[src/hdl/ia64_integer_alu_execute_core_macros.svh]
// assertion macros for the integer alu execute core
// expects clk_i and rst_ni in the scope of use
`ifndef IA64_INTEGER_ALU_EXECUTE_CORE_MACROS_SVH
`define IA64_INTEGER_ALU_EXECUTE_CORE_MACROS_SVH

// same-cycle implication
`define IA64_ASSERT_IMP(lbl, ante, cons, msg) \
  lbl: assert property (@(posedge clk_i) disable iff (!rst_ni) (ante) |-> (cons)) \
    else $error(msg);

// next-cycle implication
`define IA64_ASSERT_NXT(lbl, ante, cons, msg) \
  lbl: assert property (@(posedge clk_i) disable iff (!rst_ni) (ante) |=> (cons)) \
    else $error(msg);

`endif

[src/hdl/ia64alu_pkg.sv]
// shared types, operation codes and helper functions for the integer alu
// no dependencies
`default_nettype none

package ia64alu_pkg;

  typedef enum logic [5:0] {
    OP_ADD      = 6'd0,
    OP_ADD1     = 6'd1,
    OP_ADDP4    = 6'd2,
    OP_AND      = 6'd3,
    OP_ANDCM    = 6'd4,
    OP_OR       = 6'd5,
    OP_XOR      = 6'd6,
    OP_SUB      = 6'd7,
    OP_SUB1     = 6'd8,
    OP_SHLADD   = 6'd9,
    OP_SHLADDP4 = 6'd10,
    OP_SHRP     = 6'd11,
    OP_DEP      = 6'd12,
    OP_DEPZ     = 6'd13,
    OP_EXTR     = 6'd14,
    OP_EXTRU    = 6'd15,
    OP_CZX1L    = 6'd16,
    OP_CZX1R    = 6'd17,
    OP_CZX2L    = 6'd18,
    OP_CZX2R    = 6'd19,
    OP_SXT1     = 6'd20,
    OP_SXT2     = 6'd21,
    OP_SXT4     = 6'd22,
    OP_ZXT1     = 6'd23,
    OP_ZXT2     = 6'd24,
    OP_ZXT4     = 6'd25,
    OP_CMP4_EQ  = 6'd26,
    OP_CMP4_NE  = 6'd27,
    OP_CMP4_GT  = 6'd28,
    OP_CMP4_GE  = 6'd29,
    OP_CMP4_LT  = 6'd30,
    OP_CMP4_LTU = 6'd31,
    OP_CMP4_LE  = 6'd32,
    OP_CMP_EQ   = 6'd33,
    OP_CMP_NE   = 6'd34,
    OP_CMP_GT   = 6'd35,
    OP_CMP_GE   = 6'd36,
    OP_CMP_LT   = 6'd37,
    OP_CMP_LTU  = 6'd38,
    OP_CMP_LE   = 6'd39,
    OP_TBIT_NZ  = 6'd40,
    OP_TBIT_Z   = 6'd41,
    OP_TNAT_NZ  = 6'd42,
    OP_TNAT_Z   = 6'd43
  } alu_op_e;

  localparam logic [6:0] FullLen = 7'd64;

  typedef struct packed {
    logic [63:0] add_x;
    logic [63:0] add_y;
    logic        add_cin;
    logic [63:0] shrp_res;
    logic [63:0] dep_mask;
    logic [63:0] a_shl_pos;
    logic [63:0] a_shr_pos;
    logic [63:0] ext_mask;
    logic        ext_sign;
    logic        tbit_bit;
  } prep_t;

  function automatic logic [63:0] low_ones(input logic [6:0] n);
    logic [63:0] m;
    if (n[6]) begin
      m = '1;
    end else begin
      m = ~({64{1'b1}} << n[5:0]);
    end
    return m;
  endfunction

  function automatic logic [3:0] czx1_left(input logic [63:0] a);
    logic [3:0] res;
    res = 4'd8;
    for (int i = 7; i >= 0; i--) begin
      if (a[(7 - i) * 8 +: 8] == 8'd0) res = 4'(i);
    end
    return res;
  endfunction

  function automatic logic [3:0] czx1_right(input logic [63:0] a);
    logic [3:0] res;
    res = 4'd8;
    for (int i = 7; i >= 0; i--) begin
      if (a[i * 8 +: 8] == 8'd0) res = 4'(i);
    end
    return res;
  endfunction

  function automatic logic [3:0] czx2_left(input logic [63:0] a);
    logic [3:0] res;
    res = 4'd4;
    for (int i = 3; i >= 0; i--) begin
      if (a[(3 - i) * 16 +: 16] == 16'd0) res = 4'(i);
    end
    return res;
  endfunction

  function automatic logic [3:0] czx2_right(input logic [63:0] a);
    logic [3:0] res;
    res = 4'd4;
    for (int i = 3; i >= 0; i--) begin
      if (a[i * 16 +: 16] == 16'd0) res = 4'(i);
    end
    return res;
  endfunction

endpackage

`default_nettype wire

[src/hdl/ia64alu_prep.sv]
// operand preparation: shifters, field masks and adder inputs
// depends on ia64alu_pkg
`default_nettype none

module ia64alu_prep import ia64alu_pkg::*; (
  input  logic [5:0]  op_i,
  input  logic [63:0] src_a_i,
  input  logic [63:0] src_b_i,
  input  logic [5:0]  bit_pos_i,
  input  logic [6:0]  field_len_i,
  input  logic [5:0]  shift_count_i,
  output prep_t       prep_o
);

  alu_op_e      op;
  logic [6:0]   len_sat;
  logic [6:0]   end_pos;
  logic [6:0]   elen;
  logic [6:0]   sign_idx;
  logic [127:0] pair_shr;

  assign op       = alu_op_e'(op_i);
  assign len_sat  = (field_len_i > FullLen) ? FullLen : field_len_i;
  assign end_pos  = {1'b0, bit_pos_i} + len_sat;
  assign elen     = (end_pos > FullLen) ? (FullLen - {1'b0, bit_pos_i}) : len_sat;
  assign sign_idx = {1'b0, bit_pos_i} + elen - 7'd1;
  assign pair_shr = {src_a_i, src_b_i} >> shift_count_i;

  always_comb begin
    prep_o.add_x     = ((op == OP_SHLADD) || (op == OP_SHLADDP4)) ?
                       (src_a_i << shift_count_i) : src_a_i;
    prep_o.add_y     = ((op == OP_SUB) || (op == OP_SUB1)) ? ~src_b_i : src_b_i;
    prep_o.add_cin   = (op == OP_ADD1) || (op == OP_SUB);
    prep_o.shrp_res  = pair_shr[63:0];
    prep_o.dep_mask  = low_ones(len_sat) << bit_pos_i;
    prep_o.a_shl_pos = src_a_i << bit_pos_i;
    prep_o.a_shr_pos = src_a_i >> bit_pos_i;
    prep_o.ext_mask  = low_ones(elen);
    prep_o.ext_sign  = (elen != 7'd0) && (elen != FullLen) && src_a_i[sign_idx[5:0]];
    prep_o.tbit_bit  = src_a_i[bit_pos_i];
  end

endmodule

`default_nettype wire

[src/hdl/ia64_integer_alu_execute_core.sv]
// done_o is registered: an accepted start passes through vld_q1 and vld_q2 before it sets done_q
// throughput: one transaction per cycle, busy is never raised
// stages: input register, operand preparation register, result register
// reset clears the valid flags of all stages; payload registers are not reset
// depends on ia64alu_pkg, ia64alu_prep and the assertion macro header
`default_nettype none
`include "ia64_integer_alu_execute_core_macros.svh"

module ia64_integer_alu_execute_core import ia64alu_pkg::*; (
  input  logic        clk_i,
  input  logic        rst_ni,
  input  logic        start,
  output logic        busy,
  input  logic [5:0]  op_i,
  input  logic [63:0] src_a_i,
  input  logic [63:0] src_b_i,
  input  logic        nat_a_i,
  input  logic        nat_b_i,
  input  logic [5:0]  bit_pos_i,
  input  logic [6:0]  field_len_i,
  input  logic [5:0]  shift_count_i,
  input  logic        qual_pred_i,
  output logic        done_o,
  output logic [63:0] result_o,
  output logic        result_nat_o,
  output logic        pred_true_o,
  output logic        pred_false_o,
  output logic        is_pred_op_o
);

  // stage 1
  logic        vld_q1;
  logic [5:0]  op_q1;
  logic [63:0] a_q1, b_q1;
  logic        na_q1, nb_q1, qp_q1;
  logic [5:0]  pos_q1, cnt_q1;
  logic [6:0]  len_q1;

  // stage 2
  logic        vld_q2;
  logic [5:0]  op_q2;
  logic [63:0] a_q2, b_q2;
  logic        na_q2, nb_q2, qp_q2;
  prep_t       prep_d, prep_q2;

  // stage 3
  logic        done_q;
  logic [63:0] res_d, res_q;
  logic        rn_d, rn_q, p1_d, p1_q, p2_d, p2_q, isp_d, isp_q;

  alu_op_e     op2;
  logic [63:0] sum;
  logic [63:0] region;
  logic [63:0] ext_val;
  logic        eq32, lt32, ltu32, eq64, lt64, ltu64, rel;
  logic        both;

  assign busy = 1'b0;

  always_ff @(posedge clk_i or negedge rst_ni) begin
    if (!rst_ni) begin
      vld_q1 <= 1'b0;
      vld_q2 <= 1'b0;
      done_q <= 1'b0;
    end else begin
      vld_q1 <= start && !busy;
      vld_q2 <= vld_q1;
      done_q <= vld_q2;
    end
  end

  always_ff @(posedge clk_i) begin
    op_q1  <= op_i;
    a_q1   <= src_a_i;
    b_q1   <= src_b_i;
    na_q1  <= nat_a_i;
    nb_q1  <= nat_b_i;
    qp_q1  <= qual_pred_i;
    pos_q1 <= bit_pos_i;
    len_q1 <= field_len_i;
    cnt_q1 <= shift_count_i;
  end

  ia64alu_prep u_prep (
    .op_i          (op_q1),
    .src_a_i       (a_q1),
    .src_b_i       (b_q1),
    .bit_pos_i     (pos_q1),
    .field_len_i   (len_q1),
    .shift_count_i (cnt_q1),
    .prep_o        (prep_d)
  );

  always_ff @(posedge clk_i) begin
    op_q2   <= op_q1;
    a_q2    <= a_q1;
    b_q2    <= b_q1;
    na_q2   <= na_q1;
    nb_q2   <= nb_q1;
    qp_q2   <= qp_q1;
    prep_q2 <= prep_d;
  end

  assign op2     = alu_op_e'(op_q2);
  assign both    = na_q2 | nb_q2;
  assign sum     = prep_q2.add_x + prep_q2.add_y + {63'd0, prep_q2.add_cin};
  assign region  = {1'b0, b_q2[31:30], 29'd0, sum[31:0]};
  assign ext_val = (prep_q2.a_shr_pos & prep_q2.ext_mask) |
                   (prep_q2.ext_sign ? ~prep_q2.ext_mask : 64'd0);

  assign eq32  = a_q2[31:0] == b_q2[31:0];
  assign ltu32 = a_q2[31:0] < b_q2[31:0];
  assign lt32  = $signed(a_q2[31:0]) < $signed(b_q2[31:0]);
  assign eq64  = a_q2 == b_q2;
  assign ltu64 = a_q2 < b_q2;
  assign lt64  = $signed(a_q2) < $signed(b_q2);

  always_comb begin
    case (op2)
      OP_CMP4_EQ:  rel = eq32;
      OP_CMP4_NE:  rel = !eq32;
      OP_CMP4_GT:  rel = !lt32 && !eq32;
      OP_CMP4_GE:  rel = !lt32;
      OP_CMP4_LT:  rel = lt32;
      OP_CMP4_LTU: rel = ltu32;
      OP_CMP4_LE:  rel = lt32 || eq32;
      OP_CMP_EQ:   rel = eq64;
      OP_CMP_NE:   rel = !eq64;
      OP_CMP_GT:   rel = !lt64 && !eq64;
      OP_CMP_GE:   rel = !lt64;
      OP_CMP_LT:   rel = lt64;
      OP_CMP_LTU:  rel = ltu64;
      OP_CMP_LE:   rel = lt64 || eq64;
      OP_TBIT_NZ:  rel = prep_q2.tbit_bit;
      OP_TBIT_Z:   rel = !prep_q2.tbit_bit;
      OP_TNAT_NZ:  rel = na_q2;
      OP_TNAT_Z:   rel = !na_q2;
      default:     rel = 1'b0;
    endcase
  end

  always_comb begin
    res_d = 64'd0;
    rn_d  = 1'b0;
    p1_d  = 1'b0;
    p2_d  = 1'b0;
    isp_d = 1'b0;
    case (op2)
      OP_ADD, OP_ADD1, OP_SUB, OP_SUB1, OP_SHLADD: begin
        res_d = sum;
        rn_d  = both;
      end
      OP_ADDP4, OP_SHLADDP4: begin
        res_d = region;
        rn_d  = both;
      end
      OP_AND: begin
        res_d = a_q2 & b_q2;
        rn_d  = both;
      end
      OP_ANDCM: begin
        res_d = a_q2 & ~b_q2;
        rn_d  = both;
      end
      OP_OR: begin
        res_d = a_q2 | b_q2;
        rn_d  = both;
      end
      OP_XOR: begin
        res_d = a_q2 ^ b_q2;
        rn_d  = both;
      end
      OP_SHRP: begin
        res_d = prep_q2.shrp_res;
        rn_d  = both;
      end
      OP_DEP: begin
        res_d = (b_q2 & ~prep_q2.dep_mask) | (prep_q2.a_shl_pos & prep_q2.dep_mask);
        rn_d  = both;
      end
      OP_DEPZ: begin
        res_d = prep_q2.a_shl_pos & prep_q2.dep_mask;
        rn_d  = na_q2;
      end
      OP_EXTR: begin
        res_d = ext_val;
        rn_d  = na_q2;
      end
      OP_EXTRU: begin
        res_d = prep_q2.a_shr_pos & prep_q2.ext_mask;
        rn_d  = na_q2;
      end
      OP_CZX1L: begin
        res_d = {60'd0, czx1_left(a_q2)};
        rn_d  = na_q2;
      end
      OP_CZX1R: begin
        res_d = {60'd0, czx1_right(a_q2)};
        rn_d  = na_q2;
      end
      OP_CZX2L: begin
        res_d = {60'd0, czx2_left(a_q2)};
        rn_d  = na_q2;
      end
      OP_CZX2R: begin
        res_d = {60'd0, czx2_right(a_q2)};
        rn_d  = na_q2;
      end
      OP_SXT1: begin
        res_d = {{56{a_q2[7]}}, a_q2[7:0]};
        rn_d  = na_q2;
      end
      OP_SXT2: begin
        res_d = {{48{a_q2[15]}}, a_q2[15:0]};
        rn_d  = na_q2;
      end
      OP_SXT4: begin
        res_d = {{32{a_q2[31]}}, a_q2[31:0]};
        rn_d  = na_q2;
      end
      OP_ZXT1: begin
        res_d = {56'd0, a_q2[7:0]};
        rn_d  = na_q2;
      end
      OP_ZXT2: begin
        res_d = {48'd0, a_q2[15:0]};
        rn_d  = na_q2;
      end
      OP_ZXT4: begin
        res_d = {32'd0, a_q2[31:0]};
        rn_d  = na_q2;
      end
      OP_CMP4_EQ, OP_CMP4_NE, OP_CMP4_GT, OP_CMP4_GE, OP_CMP4_LT, OP_CMP4_LTU,
      OP_CMP4_LE, OP_CMP_EQ, OP_CMP_NE, OP_CMP_GT, OP_CMP_GE, OP_CMP_LT,
      OP_CMP_LTU, OP_CMP_LE: begin
        isp_d = 1'b1;
        if (qp_q2 && !both) begin
          p1_d = rel;
          p2_d = !rel;
        end
      end
      OP_TBIT_NZ, OP_TBIT_Z: begin
        isp_d = 1'b1;
        if (qp_q2 && !na_q2) begin
          p1_d = rel;
          p2_d = !rel;
        end
      end
      OP_TNAT_NZ, OP_TNAT_Z: begin
        isp_d = 1'b1;
        if (qp_q2) begin
          p1_d = rel;
          p2_d = !rel;
        end
      end
      default: begin
        res_d = 64'd0;
      end
    endcase
  end

  always_ff @(posedge clk_i) begin
    res_q <= res_d;
    rn_q  <= rn_d;
    p1_q  <= p1_d;
    p2_q  <= p2_d;
    isp_q <= isp_d;
  end

  assign done_o       = done_q;
  assign result_o     = res_q;
  assign result_nat_o = rn_q;
  assign pred_true_o  = p1_q;
  assign pred_false_o = p2_q;
  assign is_pred_op_o = isp_q;

  `IA64_ASSERT_NXT(a_strobe_follows, vld_q2, done_o, "stage 2 transaction lost")
  `IA64_ASSERT_NXT(a_no_spurious, !vld_q2, !done_o, "strobe without transaction")
  `IA64_ASSERT_IMP(a_pred_clean, done_o && is_pred_op_o, (result_o == 64'd0) && !result_nat_o, "predicate op with word result")
  `IA64_ASSERT_IMP(a_pred_excl, done_o, !(pred_true_o && pred_false_o), "both predicates set")

endmodule

`default_nettype wire
[config.mk]
export PLATFORM = sky130hd
export DESIGN_NAME = ia64_integer_alu_execute_core
export DESIGN_NICKNAME = d
export VERILOG_FILES = /design/src/hdl/ia64alu_pkg.sv /design/src/hdl/ia64alu_prep.sv /design/src/hdl/ia64_integer_alu_execute_core.sv
export VERILOG_INCLUDE_DIRS = /design/src /design/src/hdl
export SDC_FILE = /design/constraint.sdc
export NUM_CORES = 2
export LEC_CHECK = 0
export BUFFER_PORTS_ARGS = -buffer_cell sky130_fd_sc_hd__buf_2
export CAP_MARGIN = 5
export CORE_AREA = 4 4 458 460
export DETAILED_ROUTE_END_ITERATION = 16
export DIE_AREA = 0 0 462 464
export HOLD_SLACK_MARGIN = 0.02
export MAX_ROUTING_LAYER = met4
export PLACE_DENSITY = 0.49
export SLEW_MARGIN = 20
export SYNTH_ARGS = -nofsm -noshare
export SYNTH_HDL_FRONTEND = slang
export SYNTH_SLANG_ARGS = --single-unit
[constraint.sdc]
create_clock -name clk_i -period 7.6 [get_ports clk_i]
set_clock_uncertainty 0.05 [all_clocks]
set_input_delay 0.38 -clock clk_i [delete_from_list [all_inputs] [get_ports clk_i]]
set_output_delay 0.38 -clock clk_i [all_outputs]
set_load 0.02 [all_outputs]
## Yosys cells after proc, flatten, opt, wreduce, memory -nomap -nowiden

Index checks and enable logic that the tools add are counted.

| word-level totals | value |
|---|---|
| register bits | 815 |
| bits of input ports | 159 |
| output and inout bits | 70 |
| logic and storage cells | 208 |

| operators by class | value |
|---|---|
| add/subtract/negate cells | 6 |
| magnitude comparators | 8 |
| eq/ne operators | 51 |
| shifts and indexed selects | 7 |
| mux-type cells | 46 |
| bitwise logic cells | 16 |
| reduce and logical (&&, ||, !) cells | 41 |

Operators with widths:

| operator | count |
|---|---|
| one-hot mux 64 bit (21 select lines) | 1 |
| inverter 64 bit | 6 |
| bitwise AND 64 bit | 5 |
| two-way mux 64 bit | 4 |
| bitwise OR 64 bit | 3 |
| left shift 64 x 6 -> 64 bit | 3 |
| less-than comparator 64 bit | 2 |
| left shift 64 x 6 -> 64 bit (first input constant) | 2 |
| right shift 128 x 6 -> 64 bit | 1 |
| == test 6 x 5 -> 1 bit (second input constant) | 16 |
| two-way mux 4 bit | 22 |
| == test 6 bit (second input constant) | 12 |
| == test 6 x 4 -> 1 bit (second input constant) | 11 |
| adder 64 x 1 -> 64 bit | 1 |
| adder 64 bit | 1 |
| == test 64 bit | 1 |
| zero test 16 bit | 4 |
| zero test 8 bit | 8 |
| less-than comparator 32 bit | 2 |
| right shift 64 x 6 -> 64 bit | 1 |
| XOR 64 bit | 1 |
| == test 32 bit | 1 |
| == test 6 x 3 -> 1 bit (second input constant) | 5 |
| OR reduction 13 bit | 2 |
| 26 further kinds | 60 |

## Longest topological paths before layout

| logic depth | value |
|---|---|
| depth after elaboration | 10 |
| depth in mapped cells | 26 |
| depth with buffers taken out | 24 |

## Modules after synthesis

From an unflattened synthesis, not the netlist that was laid out.

| unflattened totals | value |
|---|---|
| cells, all modules | 6529 |
| area, all modules | 51809.7 µm² |

By module, submodules not included:

| module | times used | cells each | area each (µm²) | sequential area each (µm²) |
|---|---|---|---|---|
| ia64_integer_alu_execute_core | 1 | 2676 | 27969.3 | 16330.7 |
| ia64alu_prep | 1 | 3853 | 23840.4 | 0.0 |

## Worst setup path before layout

Ideal clock, no wire load.

| timing path | value |
|---|---|
| path type | flip-flop to flip-flop |
| from | reg pos_q1[1] |
| to | reg prep_q2[1] (netlist name) |
| library setup time | 0.115 ns |
| arrival time | 6.455 ns |
| required time | 7.435 ns |
| setup slack | 0.980 ns |
| stages on the path, launching flop included | 23 |
| path buffers | 5 |
| clock period less this slack | 6.620 ns |
| cell sequence | dfxtp_1 -> inv_1 -> clkbuf_1 -> clkbuf_1 -> clkbuf_1 -> fa_1 -> inv_1 -> maj3_2 -> a21oi_4 -> xnor2_1 -> a22oi_2 -> a2bb2oi_2 -> o21ai_4 -> mux2i_1 -> ha_1 -> inv_1 -> ha_1 -> clkbuf_1 -> buf_1 -> mux4_2 -> mux4_2 -> mux4_2 -> and2_1 |

RTL lines:

| element | RTL line | text |
|---|---|---|
| from (decl) | ia64_integer_alu_execute_core.sv:36 | `logic [5:0] pos_q1, cnt_q1;` |
| from (signal assigned) | ia64_integer_alu_execute_core.sv:79 | `pos_q1 <= bit_pos_i;` |
| to (signal assigned) | ia64_integer_alu_execute_core.sv:101 | `prep_q2 <= prep_d;` |
| to (decl) | ia64_integer_alu_execute_core.sv:44 | `prep_t prep_d, prep_q2;` |

==> summary.md <==
| Metric | Value |
|---|---|
| Reg2Reg Setup Slack | 0.84 ns |
| Worst EP arrival | roughly 7.4 ns |
| CTS clk-pin slew, worst paths | roughly 0.06 ns |
| Prevailing post-synth register cell | dfxtp_1 |
| Full die area | 214000 um^2 |
| Worst Setup Path Type | reg -> reg |
| Net Sw Frac | a little under two fifths |
| Vias in the first global route | approximately 50000 |
| Hold Path Origin | src_b_i[37] |
| Sequential power share | between 30% and 40% |
| EDFF count, synth | 0 |
| Met1 Wirelength | 133000 um |
| Multiplexer share of the synthesized area | 16.7% |
| CTS resizes | 0 |
| I/O pin count | between 200 and 250 |
| Pre-antenna DRT Iters | 6 |
| Final period util | between 80 and 90% |
| Critical Path Start Type | flop |
| Slew Viols, Final | 0 |
| Initial antenna violation count | 69 |
| #FFs+latches synth | roughly 810 |
| Quantity of I/O buffers inserted on ports | around 230 |
| Top routing layer in use | met4 |
| Num Clock Sinks | between 800 and 900 |
| Syn-to-layout area delta | 17.9% |
| Final Wtd Congestion | ~1.0 |
| Grt total ovfl | 0 |
| CTS tree | yes |
| Worst hold path type | in -> reg |
| Post-synthesis adder-cell area fraction | 5.13% |
| Via count | 52900 |
| Cell-internal power | 8.85 mW |
| DP HPWL | approximately 230000 um |
| Core Footprint | about 210000 um^2 |
| Syn Inst Count | 6468 |
| Chip width | about 460 um |
| Setup-failing EPs final | 0 |
| VDD IR max | 179 uV |
| Max Clk Rate | around 0.15 GHz |
| Initial DRC count | 8553 |
| Average size of a mapped cell | between 7 and 8 um^2 |
| Final Total Pwr | between 10 and 15 mW |
| Pwr Density | ~230 nW/um^2 |
| Total CTS buffers | 97 |
| Fin crit period | 6.76 ns |
| Asr flop ratio synth | less than 1% |
| Final hold violation count | 0 |
| Worst-Skew Late Latency | approximately 0.8 ns |
| WP data required | 8.19 ns |
| Row cnt | 167 |
| Via density | roughly 5.6 |
| Wire length on met3 | 33200 um |
| Die extent in y | roughly 460 um |
| Register area share after synthesis | about a third |
| XOR/XNOR Fraction of Synth Area | 2.72% |
| Post-synthesis compound-gate area fraction | between 20% and 30% |
| Final ANT Viol Nets | 0 |
| # fillers | ~22000 |
| TNS Setup | 0 ns |
| Worst reg-to-reg path cell count | 19 |
| Worst Hold Path Cells | 2 |
| Netlist cell types | 92 |
| Worst Hold Path EP | b_q1[37] |
| Clk pwr share | 37.3% |
| DRT Wirelength | ~300000 um |
| All-Layer GR Usage | 27.9% |
| Routed wl met2 | roughly 120000 um |
| Worst R2R End | prep_q2[1] |
| Largest family of logic cells by synthesized area | compound AO/OA/AOI/OAI gates |
| Switch Pwr | roughly 5 mW |
| Root Buffer Master | clkbuf_16 |
| Reg-to-reg startpoint | len_q1[0] |
| First-pass GRT wire length | a little over 400000 um |
| Post-synth design cell area | between 50000 and 60000 um^2 |
| Gate power share | between 20% and 30% |
| Crit-path max FO | 18 |
| P_leak | between 20 and 30 nW |
| Pin count of the biggest net entering global routing | 147 |
| Status | finished clean |
| WL per Instance | approximately 32 um |
| Worst slew pin tran | approximately 1.3 ns |
| Initial Util | between 20% and 30% |
| Layout Nets | between 6000 and 7000 |
| Max Cap Viol | 0 |
| Setup crit end kind | flop |
| DRC Markers | 0 |
| Synth Warn # | 0 |
| Longest Clk Path Bufs | 3 |
| Synthesized Nets | a little under 7000 |
| RSZ-0062 raised after global routing | false |
| Relative slew slack | between 10% and 20% |
| Htree depth | 3 |
| Fraction of layout cells with a size suffix above 1 | a little under an eighth |
| Simple logic cell fraction of the synthesized area | between 15 and 20% |
==> cell usage in the layout (no fill, tap or decap), types with 74 or more instances in the layout <==
master         count
xnor2_1          130
mux4_2            86
nor2_1           879
ha_1             203
nand2_1          616
a21oi_1          435
dlygate4sd3_1    159
clkbuf_16         98
buf_2            227
inv_1            233
mux2i_1          558
buf_4            130
nor3_1            76
nand2b_1         123
mux2_2            91
dfxtp_1          791
nand3_1           74
o21ai_0          724
==> critical path, stage by stage (launching register included) <==
cell and delay, ns:
dfxtp_1 0.69, nor2b_1 0.38, ha_1 0.24, inv_1 0.06, fa_1 0.44, inv_1 0.08, maj3_2 0.20, a21oi_4 0.07
nand2b_1 0.15, o21ai_0 0.22, a2bb2oi_2 0.11, o21ai_4 0.38, mux2i_1 0.65, ha_1 0.26, inv_1 0.04, ha_1 0.90
mux4_2 0.61, mux4_2 0.48, mux4_2 0.45, and2_1 0.15
==> metal layers <==
metal / GRT usage (%) / up-vias
met3: 7.78 / 544
met5: - / -
met4: 12.5 / 0
li1: - / 23300
met2: 38.0 / 3394
met1: 38.0 / 25700
==> how the worst max path moves through the flow <==
stage	startpoint	end	slack, ns
3_5_place_dp	len_q1[0]	prep_q2[1]	0.88
4_1_cts	len_q1[0]	prep_q2[1]	0.85
5_1_grt	len_q1[0]	prep_q2[1]	0.38
2_1_floorplan	pos_q1[1]	prep_q2[1]	0.98
3_3_place_gp	len_q1[0]	prep_q2[1]	1.00
6_report	len_q1[0]	prep_q2[1]	0.84
==> repair_timing <==
action,CTS,global route
endpoints found under the hold margin,160,0
hold buffers,159,0
setup buffers,0,0
==> power by group through the flow <==
| stage | Clock [mW] | Sequential (mW) | Combinational (mW) |
|---|---|---|---|
| 4_1_cts | 5.29 | 5.10 | 3.52 |
| 3_3_place_gp | 0 | 5.19 | 3.45 |
| 3_5_place_dp | 0 | 5.19 | 3.44 |
| 2_1_floorplan | 0 | 4.93 | 2.06 |
| 6_report | 5.22 | 5.12 | 3.66 |
| 5_1_grt | 5.44 | 5.13 | 3.81 |
==> per-stage QoR <==
stage	hold slack (ns)	util, %	std cells	cell area, um^2	setup WS, ns
floorplan	0.0344	-	6468	51300	0.980
global placement	0.125	26.8	9049	55100	1.00
detailed placement	0.127	26.8	9049	55100	0.882
CTS	0.141	29.3	9387	60300	0.854
global route	0.165	29.3	9425	60400	0.376
finish	0.192	29.3	9447	60400	0.839
==> area by class of cell <==
cell class,instances,area [um^2],area share [%]
multi-input combinational,4929,32300,53.5
sequential,814,16400,27.1
timing repair buffer,517,3720,6.16
tap,2704,3380,5.60
clock buffer,112,2580,4.28
clock inverter,67,955,1.58
inverter,244,936,1.55
antenna,60,150,0.248
==> synthesized netlist by cell type (13+ instances only) <==
master	number	area, um^2
ha_1	203	2540
nand2b_1	123	769
or2_2	19	119
xor2_1	29	254
nand4_1	31	194
nand2_1	617	2320
a22o_1	24	210
a21o_1	46	345
nor3_1	82	410
a31oi_1	69	432
a211oi_1	57	428
nor4_1	27	169
or3_1	16	100
and3_1	23	144
and2_1	15	93.8
a211o_1	13	114
o22a_1	13	114
buf_1	102	383
o2111ai_1	33	289
nor2b_1	51	319
o21bai_1	24	180
mux2i_1	559	5600
a22oi_1	36	270
nand3_1	75	375
o21ai_0	727	3640
a32oi_1	27	236
inv_1	237	890
dfxtp_1	811	16200
o22ai_1	73	457
clkbuf_1	364	1370
a221oi_1	54	473
o21a_1	34	255
or4_1	15	113
o31ai_1	17	128
a21oi_1	438	2190
o211ai_1	44	330
mux4_2	86	1940
nor2_1	883	3310
mux2_2	91	1020
xnor2_1	130	1140
==> flip-flops by register name (all words and copies together), names as in the netlist, 6 cells and up <==
| register | count |
|---|---|
| b_q2 | 64 |
| a_q2 | 64 |
| op2 | 6 |
| prep_q2 | 450 |
| len_q1 | 7 |
| b_q1 | 64 |
| cnt_q1 | 6 |
| op_q1 | 6 |
| pos_q1 | 6 |
| a_q1 | 64 |
| result_o | 64 |
==> cell families (layout without fill, tap and decap cells) <==
logic type,count (synthesis),count (layout)
buffers and inverters,725,940
muxes,737,737
DFF,814,814
adders and majority gates,208,208
AOI/OAI and AO/OA,1830,1830
xor gates and xnor gates,159,159
other,1,61
and+or+nand+nor,1994,1994
Note: power is estimated with default switching activity, not from simulation.
